**src/rtl/ctcp_pkg.sv**
```systemverilog
// Shared types for the cell tile change plotter.
// Holds the configuration bundle and the classified tile record passed
// from the front end, through the queue, to the result generator.
package ctcp_pkg;

  typedef logic signed [3:0] zoom_t;

  typedef struct packed {
    zoom_t       zoom;
    logic [31:0] view_x;
    logic [31:0] view_y;
  } cfg_t;

  // One classified tile: grouped change mask, grouped live mask, offsets of
  // column 0 and row 0 from the view origin, the zoom in force and the
  // log2 of the row group size.
  typedef struct packed {
    logic [63:0] diff;
    logic [63:0] on;
    logic [31:0] dx0;
    logic [31:0] dy0;
    zoom_t       zoom;
    logic [1:0]  gshift;
  } tile_t;

endpackage

```
**src/rtl/ctcp_front.sv**
```systemverilog
// Front end of the cell tile change plotter: takes a tile, groups its rows
// for the current zoom and queues the classified tile unless it is dropped.
// Depends on ctcp_pkg.
module ctcp_front (
  input  logic           clk,
  input  logic           rst_n,
  input  logic           start,
  output logic           busy,
  input  logic [31:0]    tile_x,
  input  logic [31:0]    tile_y,
  input  logic [63:0]    now_mask,
  input  logic [63:0]    before_mask,
  input  ctcp_pkg::cfg_t cfg,
  input  logic           q_full,
  output logic           push,
  output ctcp_pkg::tile_t push_data
);

  localparam ctcp_pkg::zoom_t ZOOM_PAIRS = -4'sd1;
  localparam ctcp_pkg::zoom_t ZOOM_FOURS = -4'sd2;
  localparam ctcp_pkg::zoom_t ZOOM_EIGHT = -4'sd3;

  logic        vld_r;
  logic [31:0] tx_r;
  logic [31:0] ty_r;
  logic [63:0] now_r;
  logic [63:0] bef_r;

  logic        accept;
  logic        drop;
  logic        done;
  logic [63:0] gn;
  logic [63:0] gb;
  logic [63:0] diff;
  logic [1:0]  gshift;
  logic [7:0]  n2 [4];
  logic [7:0]  b2 [4];
  logic [7:0]  n4 [2];
  logic [7:0]  b4 [2];
  logic [7:0]  n8;
  logic [7:0]  b8;

  assign accept = start && !busy;

  always_ff @(posedge clk) begin
    if (!rst_n) begin
      vld_r <= 1'b0;
    end else if (accept) begin
      vld_r <= 1'b1;
    end else if (done) begin
      vld_r <= 1'b0;
    end
  end

  always_ff @(posedge clk) begin
    if (accept) begin
      tx_r  <= tile_x;
      ty_r  <= tile_y;
      now_r <= now_mask;
      bef_r <= before_mask;
    end
  end

  // OR the rows together in pairs, fours and all eight.
  always_comb begin
    for (int i = 0; i < 4; i++) begin
      n2[i] = now_r[16*i +: 8] | now_r[16*i+8 +: 8];
      b2[i] = bef_r[16*i +: 8] | bef_r[16*i+8 +: 8];
    end
    for (int i = 0; i < 2; i++) begin
      n4[i] = n2[2*i] | n2[2*i+1];
      b4[i] = b2[2*i] | b2[2*i+1];
    end
    n8 = n4[0] | n4[1];
    b8 = b4[0] | b4[1];
  end

  always_comb begin
    gn     = now_r;
    gb     = bef_r;
    gshift = 2'd0;
    if (cfg.zoom == ZOOM_PAIRS) begin
      gn     = {32'd0, n2[3], n2[2], n2[1], n2[0]};
      gb     = {32'd0, b2[3], b2[2], b2[1], b2[0]};
      gshift = 2'd1;
    end else if (cfg.zoom == ZOOM_FOURS) begin
      gn     = {48'd0, n4[1], n4[0]};
      gb     = {48'd0, b4[1], b4[0]};
      gshift = 2'd2;
    end else if (cfg.zoom == ZOOM_EIGHT) begin
      gn     = {56'd0, n8};
      gb     = {56'd0, b8};
      gshift = 2'd3;
    end
  end

  assign diff = gn ^ gb;
  // Tiles that change nothing, or zooms too far out, yield no results.
  assign drop = ($signed(cfg.zoom) < ZOOM_EIGHT) || (diff == 64'd0);
  assign push = vld_r && !drop && !q_full;
  assign done = vld_r && (drop || !q_full);
  assign busy = vld_r && !done;

  assign push_data.diff   = diff;
  assign push_data.on     = gn;
  assign push_data.dx0    = tx_r - cfg.view_x;
  assign push_data.dy0    = ty_r - cfg.view_y;
  assign push_data.zoom   = cfg.zoom;
  assign push_data.gshift = gshift;

endmodule

```
**src/rtl/ctcp_queue.sv**
```systemverilog
// Two-entry queue of classified tiles between front end and result
// generator. Depends on ctcp_pkg.
module ctcp_queue (
  input  logic            clk,
  input  logic            rst_n,
  input  logic            push,
  input  ctcp_pkg::tile_t push_data,
  input  logic            pop,
  output logic            full,
  output logic            not_empty,
  output ctcp_pkg::tile_t head
);

  ctcp_pkg::tile_t slot_r [2];
  logic            wr_ptr_r;
  logic            rd_ptr_r;
  logic [1:0]      cnt_r;

  always_ff @(posedge clk) begin
    if (!rst_n) begin
      wr_ptr_r <= 1'b0;
      rd_ptr_r <= 1'b0;
      cnt_r    <= 2'd0;
    end else begin
      if (push) begin
        wr_ptr_r <= !wr_ptr_r;
      end
      if (pop) begin
        rd_ptr_r <= !rd_ptr_r;
      end
      if (push && !pop) begin
        cnt_r <= cnt_r + 2'd1;
      end else if (pop && !push) begin
        cnt_r <= cnt_r - 2'd1;
      end
    end
  end

  always_ff @(posedge clk) begin
    if (push) begin
      slot_r[wr_ptr_r] <= push_data;
    end
  end

  assign full      = cnt_r[1];
  assign not_empty = (cnt_r != 2'd0);
  assign head      = slot_r[rd_ptr_r];

endmodule

```
**src/rtl/ctcp_back.sv**
```systemverilog
// Result generator: walks the change mask of one tile, one changed cell per
// cycle, and turns each into a point or square on screen.
// Depends on ctcp_pkg.
module ctcp_back #(
  parameter int SCREEN_COORD_BITS = 16
) (
  input  logic               clk,
  input  logic               rst_n,
  input  logic               q_valid,
  input  ctcp_pkg::tile_t    q_data,
  output logic               q_pop,
  output logic               out_valid,
  output logic               out_turned_on,
  output logic               out_is_square,
  output logic signed [15:0] out_screen_x,
  output logic signed [15:0] out_screen_y,
  output logic [5:0]         out_side,
  output logic               out_last
);

  localparam int          CUT_W    = (SCREEN_COORD_BITS < 16) ? SCREEN_COORD_BITS : 16;
  localparam logic [16:0] CUT_FULL = (17'd1 << CUT_W) - 17'd1;
  localparam logic [15:0] CUT_MASK = CUT_FULL[15:0];

  function automatic logic [5:0] side_of(input ctcp_pkg::zoom_t z);
    logic [5:0] s;
    s = 6'd0;
    unique case (z) inside
      4'sd1:          s = 6'd2;
      4'sd2:          s = 6'd3;
      4'sd3:          s = 6'd7;
      4'sd4:          s = 6'd15;
      4'sd5:          s = 6'd31;
      4'sd6, 4'sd7:   s = 6'd63;
      default:        s = 6'd0;
    endcase
    return s;
  endfunction

  ctcp_pkg::tile_t cur_r;
  logic            cur_vld_r;
  logic [63:0]     mask_r;

  logic [63:0]     low;
  logic [63:0]     rest;
  logic [5:0]      idx;
  logic            last;
  logic            load;
  logic [5:0]      row_off;

  logic            s1_vld_r;
  logic            s1_on_r;
  logic            s1_last_r;
  logic [31:0]     s1_dx_r;
  logic [31:0]     s1_dy_r;
  ctcp_pkg::zoom_t s1_zoom_r;

  logic            sq;
  logic [3:0]      neg_z;
  logic [31:0]     sx;
  logic [31:0]     sy;

  // Isolate the lowest pending change and encode its cell index.
  always_comb begin
    low  = mask_r & (~mask_r + 64'd1);
    rest = mask_r & ~low;
    idx  = 6'd0;
    for (int i = 0; i < 64; i++) begin
      if (low[i]) begin
        idx = idx | 6'(i);
      end
    end
  end

  assign last  = (rest == 64'd0);
  assign load  = q_valid && (!cur_vld_r || last);
  assign q_pop = load;

  // Grouped row index times group size stays within the tile's eight rows.
  assign row_off = {3'd0, idx[5:3]} << cur_r.gshift;

  always_ff @(posedge clk) begin
    if (!rst_n) begin
      cur_vld_r <= 1'b0;
    end else if (load) begin
      cur_vld_r <= 1'b1;
    end else if (cur_vld_r && last) begin
      cur_vld_r <= 1'b0;
    end
  end

  always_ff @(posedge clk) begin
    if (load) begin
      cur_r  <= q_data;
      mask_r <= q_data.diff;
    end else if (cur_vld_r) begin
      mask_r <= rest;
    end
  end

  always_ff @(posedge clk) begin
    if (!rst_n) begin
      s1_vld_r <= 1'b0;
    end else begin
      s1_vld_r <= cur_vld_r;
    end
  end

  always_ff @(posedge clk) begin
    s1_on_r   <= cur_r.on[idx];
    s1_last_r <= last;
    s1_dx_r   <= cur_r.dx0 + {29'd0, idx[2:0]};
    s1_dy_r   <= cur_r.dy0 + {29'd0, row_off[2:0]};
    s1_zoom_r <= cur_r.zoom;
  end

  always_comb begin
    sq    = (s1_zoom_r > 4'sd0);
    neg_z = 4'(-s1_zoom_r);
    if (sq) begin
      sx = s1_dx_r << s1_zoom_r[2:0];
      sy = s1_dy_r << s1_zoom_r[2:0];
    end else begin
      sx = s1_dx_r >> neg_z[1:0];
      sy = s1_dy_r >> neg_z[1:0];
    end
  end

  always_ff @(posedge clk) begin
    if (!rst_n) begin
      out_valid <= 1'b0;
    end else begin
      out_valid <= s1_vld_r;
    end
  end

  always_ff @(posedge clk) begin
    out_turned_on <= s1_on_r;
    out_is_square <= sq;
    out_screen_x  <= $signed(sx[15:0] & CUT_MASK);
    out_screen_y  <= $signed(sy[15:0] & CUT_MASK);
    out_side      <= side_of(s1_zoom_r);
    out_last      <= s1_last_r;
  end

endmodule

```
**src/rtl/cell_tile_change_plotter_top.sv**
```systemverilog
// Results pass the front-end register, the queue, the current-tile register,
// the s1 stage and the output register. Throughput: one result per cycle while
// the generator holds a tile; a tile gives one result per changed cell, and one
// with no change is dropped by the front end. A two-tile queue decouples the
// two ends. Reset (rst_n, synchronous) clears zoom and view origin to zero and
// empties the pipeline; results cannot be held off by the receiver.
module cell_tile_change_plotter_top #(
  parameter int SCREEN_COORD_BITS = 16
) (
  input  logic               clk,
  input  logic               rst_n,
  input  logic               start,
  output logic               busy,
  input  logic [31:0]        in_tile_x,
  input  logic [31:0]        in_tile_y,
  input  logic [63:0]        in_now_mask,
  input  logic [63:0]        in_before_mask,
  output logic               out_valid,
  output logic               out_turned_on,
  output logic               out_is_square,
  output logic signed [15:0] out_screen_x,
  output logic signed [15:0] out_screen_y,
  output logic [5:0]         out_side,
  output logic               out_last,
  input  logic               psel,
  input  logic               penable,
  input  logic               pwrite,
  input  logic [3:0]         paddr,
  input  logic [31:0]        pwdata,
  output logic [31:0]        prdata,
  output logic               pready
);

  localparam logic [1:0] REG_ZOOM   = 2'd0;
  localparam logic [1:0] REG_VIEW_X = 2'd1;
  localparam logic [1:0] REG_VIEW_Y = 2'd2;

  ctcp_pkg::zoom_t zoom_r;
  logic [31:0]     view_x_r;
  logic [31:0]     view_y_r;
  ctcp_pkg::cfg_t  cfg;
  logic            wr_en;

  ctcp_pkg::tile_t push_data;
  ctcp_pkg::tile_t head;
  logic            push;
  logic            pop;
  logic            q_full;
  logic            q_valid;

  assign pready = 1'b1;
  assign wr_en  = psel && penable && pwrite;

  always_ff @(posedge clk) begin
    if (!rst_n) begin
      zoom_r   <= 4'sd0;
      view_x_r <= 32'd0;
      view_y_r <= 32'd0;
    end else if (wr_en) begin
      unique case (paddr[3:2])
        REG_ZOOM:   zoom_r   <= $signed(pwdata[3:0]);
        REG_VIEW_X: view_x_r <= pwdata;
        REG_VIEW_Y: view_y_r <= pwdata;
        default:    ;
      endcase
    end
  end

  always_comb begin
    unique case (paddr[3:2])
      REG_ZOOM:   prdata = 32'($signed(zoom_r));
      REG_VIEW_X: prdata = view_x_r;
      REG_VIEW_Y: prdata = view_y_r;
      default:    prdata = 32'd0;
    endcase
  end

  assign cfg.zoom   = zoom_r;
  assign cfg.view_x = view_x_r;
  assign cfg.view_y = view_y_r;

  ctcp_front u_front (
    .clk         (clk),
    .rst_n       (rst_n),
    .start       (start),
    .busy        (busy),
    .tile_x      (in_tile_x),
    .tile_y      (in_tile_y),
    .now_mask    (in_now_mask),
    .before_mask (in_before_mask),
    .cfg         (cfg),
    .q_full      (q_full),
    .push        (push),
    .push_data   (push_data)
  );

  ctcp_queue u_queue (
    .clk       (clk),
    .rst_n     (rst_n),
    .push      (push),
    .push_data (push_data),
    .pop       (pop),
    .full      (q_full),
    .not_empty (q_valid),
    .head      (head)
  );

  ctcp_back #(
    .SCREEN_COORD_BITS (SCREEN_COORD_BITS)
  ) u_back (
    .clk           (clk),
    .rst_n         (rst_n),
    .q_valid       (q_valid),
    .q_data        (head),
    .q_pop         (pop),
    .out_valid     (out_valid),
    .out_turned_on (out_turned_on),
    .out_is_square (out_is_square),
    .out_screen_x  (out_screen_x),
    .out_screen_y  (out_screen_y),
    .out_side      (out_side),
    .out_last      (out_last)
  );

endmodule

```
**config.mk**
```make
export PLATFORM = sky130hd
export DESIGN_NAME = cell_tile_change_plotter_top
export DESIGN_NICKNAME = d
export VERILOG_FILES = /design/src/rtl/ctcp_pkg.sv /design/src/rtl/ctcp_front.sv /design/src/rtl/ctcp_queue.sv /design/src/rtl/ctcp_back.sv /design/src/rtl/cell_tile_change_plotter_top.sv
export SDC_FILE = /design/constraint.sdc
export NUM_CORES = 1
export LEC_CHECK = 0
export CORE_MARGIN = 8
export CORE_UTILIZATION = 35
export DETAILED_ROUTE_END_ITERATION = 7
export DONT_BUFFER_PORTS = 1
export PLACE_DENSITY = 0.56
export SLEW_MARGIN = 25
export SYNTH_ARGS = -nofsm -noshare
export SYNTH_HDL_FRONTEND = slang
export SYNTH_SLANG_ARGS = --single-unit
```
**constraint.sdc**
```tcl
create_clock -name clk -period 31.2 [get_ports clk]
set_input_delay 3.12 -clock clk [delete_from_list [all_inputs] [get_ports clk]]
set_output_delay 3.12 -clock clk [all_outputs]
set_load 0.01 [all_outputs]
```
; Word-level counts from Yosys, hierarchy flattened
; Memory sizes are Yosys's and may differ from the RTL's. A register that Yosys moved wholly into a read port is not among the register bits.
; Index checks and enable logic that the tools add are counted.
[totals]
register_bits = 577
mem_bits_rw = 396
out_inout_bits = 76
word_cells = 248
mem_count = 1
[classes]
add_sub_neg = 8
magnitude_cmp = 3
eq_ne = 21
shifts = 5
mux = 128
bitwise_logic = 19
n_reduce_logical = 32
[memory_table]
columns = memory, depth, width, rd, rd_ports_with_merged_regs, write_ports, line_no
row1 = u_queue.slot_r, 2, 198, 1, 1, 1, ctcp_queue.sv:14  ; ctcp_pkg::tile_t slot_r [2];
[op_table]
columns = operator, count
row1 = $mux 64, 15
row2 = $mux 32, 10
row3 = $mux 6, 32
row4 = $and 64x64->64, 2
row5 = $logic_not 64->1, 2
row6 = $not 64->64, 2
row7 = $or 8x8->8, 14
row8 = $pmux 32 s3, 1
row9 = $mux 5, 16
row10 = $add 32x3->32, 2
row11 = $add 64x1->64 const B, 1
row12 = $shl 32x3->16, 2
row13 = $shr 32x2->16, 2
row14 = $sub 32x32->32, 2
row15 = $xor 64x64->64, 1
row16 = $mux 4, 13
row17 = $pmux 6 s6, 1
row18 = $mux 16, 2
row19 = $mux 2, 13
row20 = $eq 4x3->1 const B, 5
row21 = $mux 1, 20
row22 = $eq 4x2->1 const B, 3
row23 = $mux 3, 4
row24 = $ne 2x1->1 const B, 6
row25 = other kinds (19), 45

; Logic depth before layout (Yosys ltp)
[depth]
word_depth = 68
ltp_mapped = 20

; Hierarchy
; Synthesis repeated with hierarchy kept, for this count alone.
[unflattened]
cells_unflattened = 3447
hier_area_um2 = 43446.7
[modules_own_cells]
columns = module, n_inst, cells_per_inst, area_per_inst_um2, seq_area_each_um2
row1 = ctcp_queue, 1, 637, 14916.8, 11991.5
row2 = ctcp_back, 1, 1285, 13525.5, 6926.6
row3 = ctcp_front, 1, 1152, 11895.2, 5785.5
row4 = cell_tile_change_plotter_top, 1, 373, 3109.2, 1361.3

; Least setup slack after synthesis
; No wires, ideal clock.
[synth_path]
kind = input-to-reg
startpoint = in start
endpoint = reg u_front.bef_r[0], enable pin
setup_ps = 713
arrival_time_ps = 10291
required_ps = 30487
path_slack_ps = 20196
cell_stages = 1
n_path_buf = 0
path_cell_list = nor2b_1
[synth_between]
elab_chain_len = 1
[synth_lines]
columns = item, line_no
row1 = from (decl), cell_tile_change_plotter_top.sv:12  ; input logic start,
row2 = $logic_and 1x1->1, ctcp_front.sv:43  ; assign accept = start && !busy;
row3 = to (signal assigned), ctcp_front.sv:60  ; bef_r <= before_mask;
row4 = to (decl), ctcp_front.sv:27  ; logic [63:0] bef_r;
; Every way passes these cells.
; A chain may end at the register's enable or synchronous reset.

; Final worst setup path
[layout_path]
startpoint = reg zoom_r[0]
endpoint = out busy
[layout_between]
elab_chain_len = 14
[layout_lines]
columns = item, line_no
row1 = from (decl), cell_tile_change_plotter_top.sv:38  ; ctcp_pkg::zoom_t zoom_r;
row2 = from (signal assigned), cell_tile_change_plotter_top.sv:61  ; REG_ZOOM: zoom_r <= $signed(pwdata[3:0]);
row3 = $eq 4x3->1, ctcp_front.sv:90  ; end else if (cfg.zoom == ZOOM_EIGHT) begin
row4 = $mux 64, ctcp_front.sv:90
row5 = $mux 64, ctcp_front.sv:86  ; end else if (cfg.zoom == ZOOM_FOURS) begin
row6 = $mux 64, ctcp_front.sv:82  ; if (cfg.zoom == ZOOM_PAIRS) begin
row7 = $mux 64, ctcp_front.sv:86
row8 = $mux 64 (2 in series), ctcp_front.sv:82
row9 = $xor 64x64->64, ctcp_front.sv:97  ; assign diff = gn ^ gb;
row10 = $logic_not 64->1, ctcp_front.sv:99  ; assign drop = ($signed(cfg.zoom) < ZOOM_EIGHT) || (diff == 64'd0);
row11 = $logic_or 1x1->1 (*), ctcp_front.sv:99
row12 = $logic_or 1x1->1 (*), ctcp_front.sv:101  ; assign done = vld_r && (drop || !q_full);
row13 = $logic_and 1x1->1 (*), ctcp_front.sv:101
row14 = $logic_not 1->1 (*), ctcp_front.sv:102  ; assign busy = vld_r && !done;
row15 = $logic_and 1x1->1 (*), ctcp_front.sv:102
row16 = to (decl), cell_tile_change_plotter_top.sv:13  ; output logic busy,
; Every way passes the cells marked *; elsewhere a longest branch is shown, timed or not. The select of a mux whose other input is x is not followed.

==> run_results.csv <==
group,metric,value,unit
clock_tree,root_buffer,"clkbuf_16",
clock_tree,clk_path_buf_depth,3,
floorplanning,ios,310,
floorplanning,core,0.1090,mm^2
logic_synthesis,synth_flop_cell,"edfxtp_1",
layout,final_cell_mix,"edfxtp_1, nand2_1, nor2_1, dfxtp_1, a21oi_1",
setup_path,path_common_cell,"nor4_1",
routing,drtIter0Drc,2442,
routing,viasPerCell,5.408,
placement,io_buffers,0,
global_routing,grt_util_all_layers,0.1703,
clock_tree,cts_inserted_buffers,91,
global_routing,overflow,0,
timing,worst_pin_slew,1010,ps
floorplanning,rows,121,
timing,period_minus_slack,8621,ps
timing,relSlewSlack,0.3213,
power_and_ir_drop,peakVddDrop,0.06661,mV
global_routing,antenna_found_initial,12,
setup_path,crit_arrival,5500,ps
layout,drive_gt1_frac,0.1186,
routing,wl_per_cell,23.47,um
setup_path,worstPathCellList,"clkinv_1, a21oi_4, buf_4, a21oi_1, nor4_1, nand4b_1, nor4_1, a31oi_1, and2_1",
timing,hold_viol,0,
placement,gp_congestion,0.9115,
setup_path,path_delay_family,"buffers and inverters",
clock_tree,clk_latency,670,ps
logic_synthesis,synth_top_area_frac,0.5315,
layout,fin_nets,3385,
logic_synthesis,yosysSeqAreaShare,0.6157,
logic_synthesis,synthTopCellsByArea,"edfxtp_1, dfxtp_1, mux2_2",
status,outcome,"completed",
timing,worst_slack,22580,ps
logic_synthesis,yosysUniqueCellTypes,87,
floorplanning,die_w,347.8,um
layout,areaGrowthSynthToFinish,11.44,%
setup_path,worstPathMaxFanout,70,
power_and_ir_drop,p_leak,14.27,nW
timing,maxSlewViolCount,0,
logic_synthesis,yosysWarnings,0,
routing,first_pass_iters,5,
routing,routed_wirelength,108000,um
logic_synthesis,async_flop_share,0,
setup_path,worstSetupEndpointType,"output port",
clock_tree,cts_tree,"done",
hold_path,hp-class,"register to register",
clock_tree,cts_hold_buffers,0,
timing,rsz0062_at_grt,"no",
layout,multi_input_area,0.01380,mm^2
setup_path,path_buf_inv,2,
global_routing,grt_pass1_wl,157200,um
clock_tree,clk_pin_slew_worst_paths,60,ps
logic_synthesis,synth_area_per_cell,12.27,um^2
placement,dp_hpwl,76310,um
timing,finalCritPeriodShare,0.2763,
setup_path,critPathRequiredTime,28080,ps
clock_tree,cts_resized,0,
floorplanning,die_area,0.1210,mm^2
timing,finalSetupViolations,0,
timing,clock_skew,39.03,ps
global_routing,grt_pass1_vias,23609,
routing,num_vias,24878,
setup_path,slowest_stage,"clkinv_1",
routing,ant_nets,0,
setup_path,path_class,"register to output port",
power_and_ir_drop,power.density,82.33,mW/mm^2
clock_tree,cts_sinks,844,
setup_path,crit_path_start_kind,"register",
clock_tree,htreeDepth,3,
floorplanning,die_h,347.8,um
timing,timing.fmax,116.0,MHz
logic_synthesis,synthCells,3139,
routing,drc,0,
logic_synthesis,syn_nets,3423,
logic_synthesis,synth-seq-cells,844,
placement,dpl_worst_slack,23680,ps
logic_synthesis,synth_edf_count,682,
floorplanning,start_util,0.3535,
clock_tree,post_cts_buffers,0,
layout,mostFrequentLayoutCell,"edfxtp_1",
layout,fill_cells,10338,
timing,setup_tns,0,ps
logic_synthesis,synth_area,0.03853,mm^2
layout,seq_area,0.02373,mm^2
global_routing,grt_max_degree,146,
logic_synthesis,yosys.area.top_type,"edfxtp_1",
setup_path,critPathMaxStageDelay,940,ps
flow_run,cap_violations,0,
[worst paths after layout]
path | startpoint | endpoint | slack, ps | cells past startpoint
setup / recovery | zoom_r[0] | busy | 22580 | 9
hold / removal | u_back.s1_last_r | u_back.out_last | 330 | 0
setup reg to reg | zoom_r[0] | u_front.bef_r[38] | 23600 | 13
hold reg to reg | u_back.s1_last_r | u_back.out_last | 330 | 0
[stage by stage]
| stage | utilization | hold WS (ps) | cell area [um^2] | power [W] | instances |
|---|---|---|---|---|---|
| after floorplan | - | 309.6 | 38530 | 0.002218 | 3139 |
| after global placement | 0.3666 | 315.0 | 39960 | 0.002489 | 4422 |
| after detailed placement | 0.3667 | 313.5 | 39970 | 0.002494 | 4422 |
| after CTS | 0.3937 | 327.8 | 42910 | 0.003561 | 4592 |
| after global routing | 0.3939 | 329.2 | 42930 | 0.003693 | 4598 |
| final | 0.3939 | 327.8 | 42940 | 0.003535 | 4600 |
[cell usage after synthesis, types with 23 or more instances]
library cell and count:
mux2_2 121, nor4_1 49, o22ai_1 31, o21ai_0 92, nor2_1 217, ha_1 46, dfxtp_1 162, xnor2_1 91
clkbuf_1 134, nand2_1 338, nor3_1 48, nand3_1 53, mux2i_1 106, a21oi_1 140, a211oi_1 43, nand4_1 35
xor2_1 49, or3_1 24, edfxtp_1 682, inv_1 99, a21boi_0 79, o22a_1 23, nor2b_1 78, o21ai_1 28
[per-layer routing]
layer  vias to the layer above  routed length (um)  track usage
met5                         -                  22            0
met4                         4                3162      0.05842
met3                       150                6478      0.03150
met2                       778               49750       0.2681
met1                     12286               48570       0.2359
li1                      11660                   -            -
[sequential cells by signal (all words and copies together) (netlist names), 32 cells and up, named ones only]
name	flops
view_y_r	32
u_front.now_r	64
view_x_r	32
u_queue.slot_r	344
u_front.bef_r	64
u_back.cur_r	108
u_back.mask_r	64
[kinds of logic after synthesis]
family	count (synthesis)	synth area share
adders and majority gates	54	0.01805
DFF	844	0.6157
and+or+nand+nor	951	0.1201
xor gates and xnor gates	140	0.03182
muxes	246	0.07401
AOI/OAI and AO/OA	634	0.1121
buffers and inverters	269	0.02812
other	1	0.00009732
[final cells by class]
type	count	share of cell area
inverters	103	0.009063
repair buffers	35	0.006702
clock buffers	121	0.05825
well taps	1414	0.04120
clock inverters	49	0.01026
diodes	8	0.0004662
multi-input cells	2026	0.3214
flip-flops and latches	844	0.5526
[report_power, final]
| group | leakage, nW | internal, W | total, W | switching, W |
|---|---|---|---|---|
| Combinational | 5.12 | 0.000313 | 0.000804 | 0.000491 |
| Sequential | 7.72 | 0.00147 | 0.00167 | 0.000205 |
| Clock | 1.43 | 0.000609 | 0.00106 | 0.000450 |
| Total | 14.3 | 0.00239 | 0.00354 | 0.00115 |
Note: power is estimated with default switching activity, not from simulation.
